==> src/rtl/mdrfm_pkg.sv <==
// Package for the motor duty ramp and fault monitor.
// Holds widths, duty limits, trip counts, register indexes and shared types.
// No dependencies.
package mdrfm_pkg;

    localparam int DUTY_W = 10;
    localparam int PCT_W  = 8;
    localparam int ADC_W  = 12;
    localparam int TEMP_W = 13;
    localparam int CNT_W  = 8;
    localparam int NUM_CHECKS = 4;

    localparam int CFG_IDX_W  = 3;
    localparam int CFG_DATA_W = 13;

    localparam int IN_DATA_W  = 64;
    localparam int OUT_DATA_W = 16;

    localparam logic [PCT_W-1:0]  PCT_FULL          = 8'd100;
    localparam logic [DUTY_W-1:0] MIN_DUTY_PERMILLE = 10'd100;
    localparam logic [DUTY_W-1:0] MAX_DUTY_PERMILLE = 10'd1000;

    localparam logic [CNT_W-1:0] CURRENT_TRIP_COUNT = 8'd10;
    localparam logic [CNT_W-1:0] BOARD_TRIP_COUNT   = 8'd10;
    localparam logic [CNT_W-1:0] WINDING_TRIP_COUNT = 8'd10;
    localparam logic [CNT_W-1:0] SUPPLY_TRIP_COUNT  = 8'd10;

    // fault bit positions
    localparam int FLT_CURRENT = 0;
    localparam int FLT_BOARD   = 1;
    localparam int FLT_WINDING = 2;
    localparam int FLT_SUPPLY  = 3;

    typedef enum logic [CFG_IDX_W-1:0] {
        CFG_RAMP_STEP      = 3'd0,
        CFG_CURRENT_LIMIT  = 3'd1,
        CFG_BOARD_HIGH     = 3'd2,
        CFG_BOARD_LOW      = 3'd3,
        CFG_WINDING_HIGH   = 3'd4,
        CFG_WINDING_LOW    = 3'd5,
        CFG_SUPPLY_HIGH    = 3'd6,
        CFG_SUPPLY_LOW     = 3'd7
    } cfg_index_t;

    typedef enum logic {
        OP_TICK  = 1'b0,
        OP_POWER = 1'b1
    } op_t;

    // status of one debounced check, for the item in flight
    typedef struct packed {
        logic flag_now;   // fault bit before this item
        logic flag_next;  // fault bit after this item, if it is a tick
        logic rose;       // fault bit rises on this tick
        logic tripped;    // counter at trip count: forces a stop
    } trip_status_t;

endpackage

==> src/rtl/mdrfm_trip_check.sv <==
// One debounced fault check: saturating trip counter plus a fault bit that clears on an in-range sample.
// Depends on mdrfm_pkg.
module mdrfm_trip_check (
    input  logic                        clk,
    input  logic                        rst_n,
    input  logic                        en,      // tick beat is consumed
    input  logic                        bad,     // sample out of range
    input  logic [mdrfm_pkg::CNT_W-1:0] trip,
    output mdrfm_pkg::trip_status_t     status
);
    import mdrfm_pkg::*;

    logic [CNT_W-1:0] count_reg;
    logic [CNT_W-1:0] count_inc;
    logic [CNT_W-1:0] count_next;
    logic             flag_reg;
    logic             tripped;

    always_comb
    begin
        count_inc = count_reg;
        if (count_reg < trip && count_reg != {CNT_W{1'b1}})
        begin
            count_inc = count_reg + 1'b1;
        end
        tripped    = bad && (count_inc >= trip);
        count_next = bad ? count_inc : '0;

        status.flag_now  = flag_reg;
        status.flag_next = bad ? (flag_reg | tripped) : 1'b0;
        status.rose      = tripped & ~flag_reg;
        status.tripped   = tripped;
    end

    always_ff @(posedge clk or negedge rst_n)
    begin
        if (!rst_n)
        begin
            count_reg <= '0;
            flag_reg  <= 1'b0;
        end
        else if (en)
        begin
            count_reg <= count_next;
            flag_reg  <= status.flag_next;
        end
    end

endmodule

==> src/rtl/motor_duty_ramp_fault_monitor_unit.sv <==
// Top level of the motor duty ramp and fault monitor.
// Depends on mdrfm_pkg and mdrfm_trip_check.
//
// Each input beat is either a set-power command (tuser = 1) or a control tick
// carrying four samples (tuser = 0), and yields exactly one result beat with
// the applied duty, run state, fault bits and a report pulse. A beat is first
// captured in an input register; when it moves on, the ramp, the four window
// checks and their trip counters are evaluated in one shallow combinational
// pass and the result lands in the output register. One beat per cycle is
// sustained while the output does not stall: the only loop is the state update
// (duty, run flag, counters). The input side keeps accepting while a result
// waits, as long as the output register will free up in that cycle; a stalled
// output backs up through the input register only. Commands start the motor
// even with faults set; a fault that trips on a tick stops the motor and
// reports 0 duty in that very result. Current and supply are compared as raw
// ADC codes, temperatures as signed tenths of a degree. Configuration is
// written through cfg_we / cfg_index / cfg_data and should only change while
// no beat is in flight.
module motor_duty_ramp_fault_monitor_unit (
    input  logic                             clk,
    input  logic                             rst_n,

    input  logic                             cfg_we,
    input  logic [mdrfm_pkg::CFG_IDX_W-1:0]  cfg_index,
    input  logic [mdrfm_pkg::CFG_DATA_W-1:0] cfg_data,

    input  logic                             s_axis_tvalid,
    output logic                             s_axis_tready,
    // power_percent[7:0], current_code[19:8], board_temp[32:20],
    // winding_temp[45:33], supply_code[57:46], zero pad[63:58]
    input  logic [mdrfm_pkg::IN_DATA_W-1:0]  s_axis_tdata,
    // operation[0]
    input  logic                             s_axis_tuser,

    output logic                             m_axis_tvalid,
    input  logic                             m_axis_tready,
    // applied_duty[9:0], running[10], fault_bits[14:11], report_now[15]
    output logic [mdrfm_pkg::OUT_DATA_W-1:0] m_axis_tdata
);
    import mdrfm_pkg::*;

    // ---------------- configuration registers
    logic        [DUTY_W-1:0] ramp_step_reg;
    logic        [ADC_W-1:0]  current_limit_reg;
    logic signed [TEMP_W-1:0] board_high_reg;
    logic signed [TEMP_W-1:0] board_low_reg;
    logic signed [TEMP_W-1:0] winding_high_reg;
    logic signed [TEMP_W-1:0] winding_low_reg;
    logic        [ADC_W-1:0]  supply_high_reg;
    logic        [ADC_W-1:0]  supply_low_reg;

    always_ff @(posedge clk or negedge rst_n)
    begin
        if (!rst_n)
        begin
            ramp_step_reg     <= 10'd50;
            current_limit_reg <= 12'd4095;
            board_high_reg    <= 13'sd800;
            board_low_reg     <= -13'sd200;
            winding_high_reg  <= 13'sd1000;
            winding_low_reg   <= -13'sd200;
            supply_high_reg   <= 12'd4095;
            supply_low_reg    <= 12'd0;
        end
        else if (cfg_we)
        begin
            case (cfg_index_t'(cfg_index))
                CFG_RAMP_STEP:     ramp_step_reg     <= cfg_data[DUTY_W-1:0];
                CFG_CURRENT_LIMIT: current_limit_reg <= cfg_data[ADC_W-1:0];
                CFG_BOARD_HIGH:    board_high_reg    <= cfg_data;
                CFG_BOARD_LOW:     board_low_reg     <= cfg_data;
                CFG_WINDING_HIGH:  winding_high_reg  <= cfg_data;
                CFG_WINDING_LOW:   winding_low_reg   <= cfg_data;
                CFG_SUPPLY_HIGH:   supply_high_reg   <= cfg_data[ADC_W-1:0];
                CFG_SUPPLY_LOW:    supply_low_reg    <= cfg_data[ADC_W-1:0];
                default:           ;
            endcase
        end
    end

    // ---------------- input register
    logic                     in_valid_reg;
    logic                     in_valid_next;
    op_t                      in_op_reg;
    logic        [PCT_W-1:0]  in_pct_reg;
    logic        [ADC_W-1:0]  in_current_reg;
    logic signed [TEMP_W-1:0] in_board_reg;
    logic signed [TEMP_W-1:0] in_winding_reg;
    logic        [ADC_W-1:0]  in_supply_reg;

    logic out_valid_reg;
    logic out_valid_next;
    logic advance;     // input register hands its beat to the result stage
    logic in_accept;

    assign advance       = in_valid_reg && (!out_valid_reg || m_axis_tready);
    assign s_axis_tready = !in_valid_reg || advance;
    assign in_accept     = s_axis_tvalid && s_axis_tready;

    always_comb
    begin
        in_valid_next = in_valid_reg;
        if (in_accept)
        begin
            in_valid_next = 1'b1;
        end
        else if (advance)
        begin
            in_valid_next = 1'b0;
        end
    end

    always_ff @(posedge clk or negedge rst_n)
    begin
        if (!rst_n)
        begin
            in_valid_reg <= 1'b0;
        end
        else
        begin
            in_valid_reg <= in_valid_next;
        end
    end

    always_ff @(posedge clk)
    begin
        if (in_accept)
        begin
            in_op_reg      <= op_t'(s_axis_tuser);
            in_pct_reg     <= s_axis_tdata[7:0];
            in_current_reg <= s_axis_tdata[19:8];
            in_board_reg   <= s_axis_tdata[32:20];
            in_winding_reg <= s_axis_tdata[45:33];
            in_supply_reg  <= s_axis_tdata[57:46];
        end
    end

    // ---------------- motor state
    logic [DUTY_W-1:0] target_duty_reg;
    logic [DUTY_W-1:0] target_duty_next;
    logic [DUTY_W-1:0] duty_now_reg;
    logic [DUTY_W-1:0] duty_now_next;
    logic              run_reg;
    logic              run_next;

    logic              is_tick;
    logic [6:0]        pct_clamp;
    logic [DUTY_W:0]   pct_x10;
    logic [DUTY_W-1:0] cmd_duty;
    logic [DUTY_W:0]   up_sum;
    logic [DUTY_W:0]   dn_sum;
    logic [DUTY_W-1:0] ramped;

    assign is_tick = (in_op_reg == OP_TICK);

    // ---------------- fault checks
    logic                      bad [NUM_CHECKS];
    logic [CNT_W-1:0]          trip_cnt [NUM_CHECKS];
    trip_status_t              chk [NUM_CHECKS];
    logic [NUM_CHECKS-1:0]     flags_now;
    logic [NUM_CHECKS-1:0]     flags_next;
    logic [NUM_CHECKS-1:0]     rose_vec;
    logic [NUM_CHECKS-1:0]     trip_vec;

    always_comb
    begin
        bad[FLT_CURRENT] = in_current_reg > current_limit_reg;
        bad[FLT_BOARD]   = (in_board_reg > board_high_reg)
                         || (in_board_reg < board_low_reg);
        bad[FLT_WINDING] = (in_winding_reg > winding_high_reg)
                         || (in_winding_reg < winding_low_reg);
        bad[FLT_SUPPLY]  = (in_supply_reg > supply_high_reg)
                         || (in_supply_reg < supply_low_reg);
        trip_cnt[FLT_CURRENT] = CURRENT_TRIP_COUNT;
        trip_cnt[FLT_BOARD]   = BOARD_TRIP_COUNT;
        trip_cnt[FLT_WINDING] = WINDING_TRIP_COUNT;
        trip_cnt[FLT_SUPPLY]  = SUPPLY_TRIP_COUNT;
    end

    for (genvar g = 0; g < NUM_CHECKS; g++)
    begin : g_check
        mdrfm_trip_check u_check (
            .clk    (clk),
            .rst_n  (rst_n),
            .en     (advance && is_tick),
            .bad    (bad[g]),
            .trip   (trip_cnt[g]),
            .status (chk[g])
        );
        assign flags_now[g]  = chk[g].flag_now;
        assign flags_next[g] = chk[g].flag_next;
        assign rose_vec[g]   = chk[g].rose;
        assign trip_vec[g]   = chk[g].tripped;
    end

    // ---------------- command duty and ramp
    always_comb
    begin
        pct_clamp = (in_pct_reg > PCT_FULL) ? PCT_FULL[6:0] : in_pct_reg[6:0];
        pct_x10   = {1'b0, pct_clamp, 3'b000} + {3'b000, pct_clamp, 1'b0};
        if (pct_x10 < {1'b0, MIN_DUTY_PERMILLE})
        begin
            cmd_duty = MIN_DUTY_PERMILLE;
        end
        else if (pct_x10 >= {1'b0, MAX_DUTY_PERMILLE})
        begin
            cmd_duty = MAX_DUTY_PERMILLE;
        end
        else
        begin
            cmd_duty = pct_x10[DUTY_W-1:0];
        end

        up_sum = {1'b0, duty_now_reg} + {1'b0, ramp_step_reg};
        dn_sum = {1'b0, target_duty_reg} + {1'b0, ramp_step_reg};
        ramped = duty_now_reg;
        if (target_duty_reg > duty_now_reg)
        begin
            ramped = ({1'b0, target_duty_reg} > up_sum) ? up_sum[DUTY_W-1:0]
                                                       : target_duty_reg;
        end
        else if (target_duty_reg < duty_now_reg)
        begin
            ramped = (dn_sum < {1'b0, duty_now_reg}) ? duty_now_reg - ramp_step_reg
                                                    : target_duty_reg;
        end
    end

    // ---------------- next state and result
    logic [NUM_CHECKS-1:0] res_flags;
    logic                  res_report;

    always_comb
    begin
        target_duty_next = target_duty_reg;
        duty_now_next    = duty_now_reg;
        run_next         = run_reg;
        res_flags        = flags_now;
        res_report       = 1'b0;
        if (in_op_reg == OP_POWER)
        begin
            if (in_pct_reg == '0)
            begin
                run_next      = 1'b0;
                duty_now_next = '0;
            end
            else
            begin
                target_duty_next = cmd_duty;
                run_next         = 1'b1;
            end
        end
        else
        begin
            if (run_reg)
            begin
                duty_now_next = ramped;
            end
            if (|trip_vec)
            begin
                run_next      = 1'b0;
                duty_now_next = '0;
            end
            res_flags  = flags_next;
            res_report = |rose_vec;
        end
    end

    always_ff @(posedge clk or negedge rst_n)
    begin
        if (!rst_n)
        begin
            target_duty_reg <= '0;
            duty_now_reg    <= '0;
            run_reg         <= 1'b0;
        end
        else if (advance)
        begin
            target_duty_reg <= target_duty_next;
            duty_now_reg    <= duty_now_next;
            run_reg         <= run_next;
        end
    end

    // ---------------- output register
    logic [OUT_DATA_W-1:0] out_data_reg;

    always_comb
    begin
        out_valid_next = out_valid_reg;
        if (advance)
        begin
            out_valid_next = 1'b1;
        end
        else if (m_axis_tready)
        begin
            out_valid_next = 1'b0;
        end
    end

    always_ff @(posedge clk or negedge rst_n)
    begin
        if (!rst_n)
        begin
            out_valid_reg <= 1'b0;
        end
        else
        begin
            out_valid_reg <= out_valid_next;
        end
    end

    always_ff @(posedge clk)
    begin
        if (advance)
        begin
            out_data_reg <= {res_report, res_flags, run_next, duty_now_next};
        end
    end

    assign m_axis_tvalid = out_valid_reg;
    assign m_axis_tdata  = out_data_reg;

endmodule

==> config.mk <==
export PLATFORM = sky130hd
export DESIGN_NAME = motor_duty_ramp_fault_monitor_unit
export DESIGN_NICKNAME = d
export VERILOG_FILES = /design/src/rtl/mdrfm_pkg.sv /design/src/rtl/mdrfm_trip_check.sv /design/src/rtl/motor_duty_ramp_fault_monitor_unit.sv
export SDC_FILE = /design/constraint.sdc
export NUM_CORES = 1
export LEC_CHECK = 0
export ABC_AREA = 1
export BUFFER_PORTS_ARGS = -buffer_cell sky130_fd_sc_hd__clkbuf_2
export CAP_MARGIN = 30
export CORE_MARGIN = 2
export CORE_UTILIZATION = 50
export DETAILED_ROUTE_END_ITERATION = 12
export PLACE_DENSITY = 0.72
export SYNTH_ARGS = -nofsm -noshare
export SYNTH_HDL_FRONTEND = slang
export SYNTH_SLANG_ARGS = --single-unit
==> constraint.sdc <==
create_clock -name clk -period 3.2 [get_ports clk]
set_input_delay 0.48 -clock clk [delete_from_list [all_inputs] [get_ports clk]]
set_output_delay 0.48 -clock clk [all_outputs]
set_load 0.05 [all_outputs]
==> metrics.yaml <==
status: "finished with violations"
violations: "setup timing"
endpoint_kind: "flip-flop"
ys_warn_count: 0
period_needed_ps: 3320
leakage_nw: 8.42
final_cell_mix: "nand2_1 (413), inv_1 (252), o21ai_0 (148)"
rsz0062_at_grt: "true"
setup_slack_ps: -118
syn_avg_cell_area_um2: 8.36
antenna_found_initial: 0
drt_iter0_markers: 775
path_common_cell: "nand2_1"
setup_violations: 19
fin_area_um2: 16900
vias: 11600
cts_made_buffers: 25
grt_pass1_vias: 11300
viasPerCell: 5.14
finClkSkew_ps: 21.8
die_area_um2: 29100
core_um2: 27600
slew_headroom_pct: 40.9
grtUsageTotal_pct: 24.6
final_hold_viol_count: 0
ir_worst_vdd_mv: 0.497
start_kind: "flip-flop"
cpMaxStageDelayCell: "dfrtp_2"
synth.yosys.seq_area_share_pct: 44.8
rows: 61
grt-ovfl-total: 0
synth_edf_count: 75
synthArstFlopShare_pct: 67.5
cts_tree: "yes"
largest_register_ffs: 32
max_clock_freq_ghz: 0.301
tightest_slew_ps: 884
fin_nets: 2104
grt_pass1_wl_um: 56700
cts_buffer_depth: 3
syn-instance-count: 1660
ys_types: 48
worstPathArrival_ps: 3600
synthFlopType: "dfrtp_1"
ys_seq_elements: 231
hold_class: "in -> reg"
total_power_mw: 14.9
slew_viol_final: 0
placed_cell_area_um2: 15500
clkLatencyLatePin_ps: 540
layout_commonest_cell: "nand2_1"
routedWlPerCell_um: 15.5
drc: 0
critPathBufInv: 6
dp_hpwl_um: 26500
n_antenna_cell: 0
finalCritPeriodShare_pct: 104
routed_wl_um: 35200
layout-drive-gt1-share_pct: 21.9
worstSetupPathType: "reg -> reg"
ctsRootBufferMaster: "clkbuf_16"
syn_to_final_growth_pct: 21.4
cts.clk_slew.worst_paths_ps: 60
die_w_um: 171
dp_worst_setup_slack_ps: -357
cp_top_family: "simple AND/OR/NAND/NOR gates"
cp_max_fo: 6
port-buffer-count: 97
maxCapViolCount: 0
die_h_um: 171
first_pass_iters: 5
gp_congestion: 0.941
io_pins: 104
syn_area_um2: 13900
critPathRequiredTime_ps: 3480
ant_nets: 0
cp_slowest_stage_delay_ps: 450
synth_nets: 1897
p_per_area_nw_per_um2: 885
cts_sinks: 231
start_util_pct: 50.4
grt_max_degree: 65
htreeDepth: 1
==> Yosys cell counts (2+ instances only) <==
master	n	share of area, %
a21o_1	3	0.16
a21oi_1	100	3.6
a31oi_1	3	0.14
buf_2	5	0.18
buf_4	3	0.16
clkbuf_1	24	0.65
clkinv_1	3	0.081
dfrtp_1	104	19
dfstp_2	52	9.8
edfxtp_1	75	16
fa_1	3	0.43
ha_1	148	13
inv_1	264	7.1
nand2_1	426	12
nand2_2	14	0.63
nand3_1	65	2.3
nand3_2	3	0.22
nand4_1	34	1.5
nor2_1	73	2.0
nor2_2	7	0.32
nor3_1	12	0.43
nor3_4	2	0.23
nor4_1	3	0.14
o211ai_1	4	0.22
o21a_1	6	0.32
o21ai_0	158	5.7
o21ai_1	7	0.25
o21ai_2	3	0.19
o21bai_1	3	0.16
o22ai_1	11	0.50
or2_2	2	0.090
xnor2_1	5	0.32
xor2_1	20	1.3
==> repair_timing <==
| action | 4_1_cts | 5_1_grt |
|---|---|---|
| resized for setup | 58 | 38 |
| hold endpoints to repair | 49 | 0 |
| hold buffers | 1 | 0 |
| setup endpoints to repair | 20 | 20 |
| buffers inserted | 7 | 7 |
| pin swaps | 35 | 37 |
| gates cloned | 0 | 1 |
==> cell type report <==
cell class	count	area, um2
inverter	268	1010
clock inverter	11	116
tap	378	473
clock buffer	35	703
fill	2379	10700
timing repair buffer	212	1420
multi-input combinational	1129	6910
sequential	231	6230
==> per-stage QoR <==
step	TNS (ps)	instances	hold WS, ps	util [%]
2_1_floorplan	0	1660	184	-
3_3_place_gp	-4500	2202	446	56.3
3_5_place_dp	-5480	2202	454	56.3
4_1_cts	-1690	2256	114	60.5
5_1_grt	-5270	2264	115	61.2
6_report	-1300	2264	126	61.2
==> kinds of logic after synthesis <==
kind of cell,synth area share [%]
AOI/OAI and AO/OA,11.7
adders and majority gates,13.8
DFF,44.8
and+or+nand+nor,19.9
xor gates and xnor gates,1.58
buffers and inverters,8.24
==> final timing paths <==
path | startpoint | to | slack [ps] | cells past startpoint
max | duty_now_reg[6]$_DFFE_PN0P_ | m_axis_tdata[4]$_DFFE_PP_ | -120 | 25
min | s_axis_tdata[17] | in_current_reg[9]$_DFFE_PP_ | 130 | 1
max reg2reg | duty_now_reg[6]$_DFFE_PN0P_ | m_axis_tdata[4]$_DFFE_PP_ | -120 | 25
min reg2reg | g_check[2].u_check.count_reg[7]$_DFFE_PN0P_ | g_check[2].u_check.count_reg[7]$_DFFE_PN0P_ | 470 | 2
max in group asynchronous | rst_n | supply_high_reg[1]$_DFFE_PN1P_ | 1820 | 3
min in group asynchronous | rst_n | duty_now_reg[5]$_DFFE_PN0P_ | 510 | 2
==> per-layer routing <==
metal | routed length, um | track usage, % | vias to the layer above
li1 | - | - | 5866
met1 | 15500 | 32.4 | 5435
met2 | 16900 | 41.9 | 267
met3 | 1550 | 2.68 | 68
met4 | 1230 | 9.03 | 0
met5 | 0 | 0 | -
==> where the power goes <==
group          switching [mW]  internal, mW
clock network            1.20          1.70
logic                    4.52          3.23
registers               0.471          3.80
total                    6.19          8.73
Power figures use the tool's default switching activity.
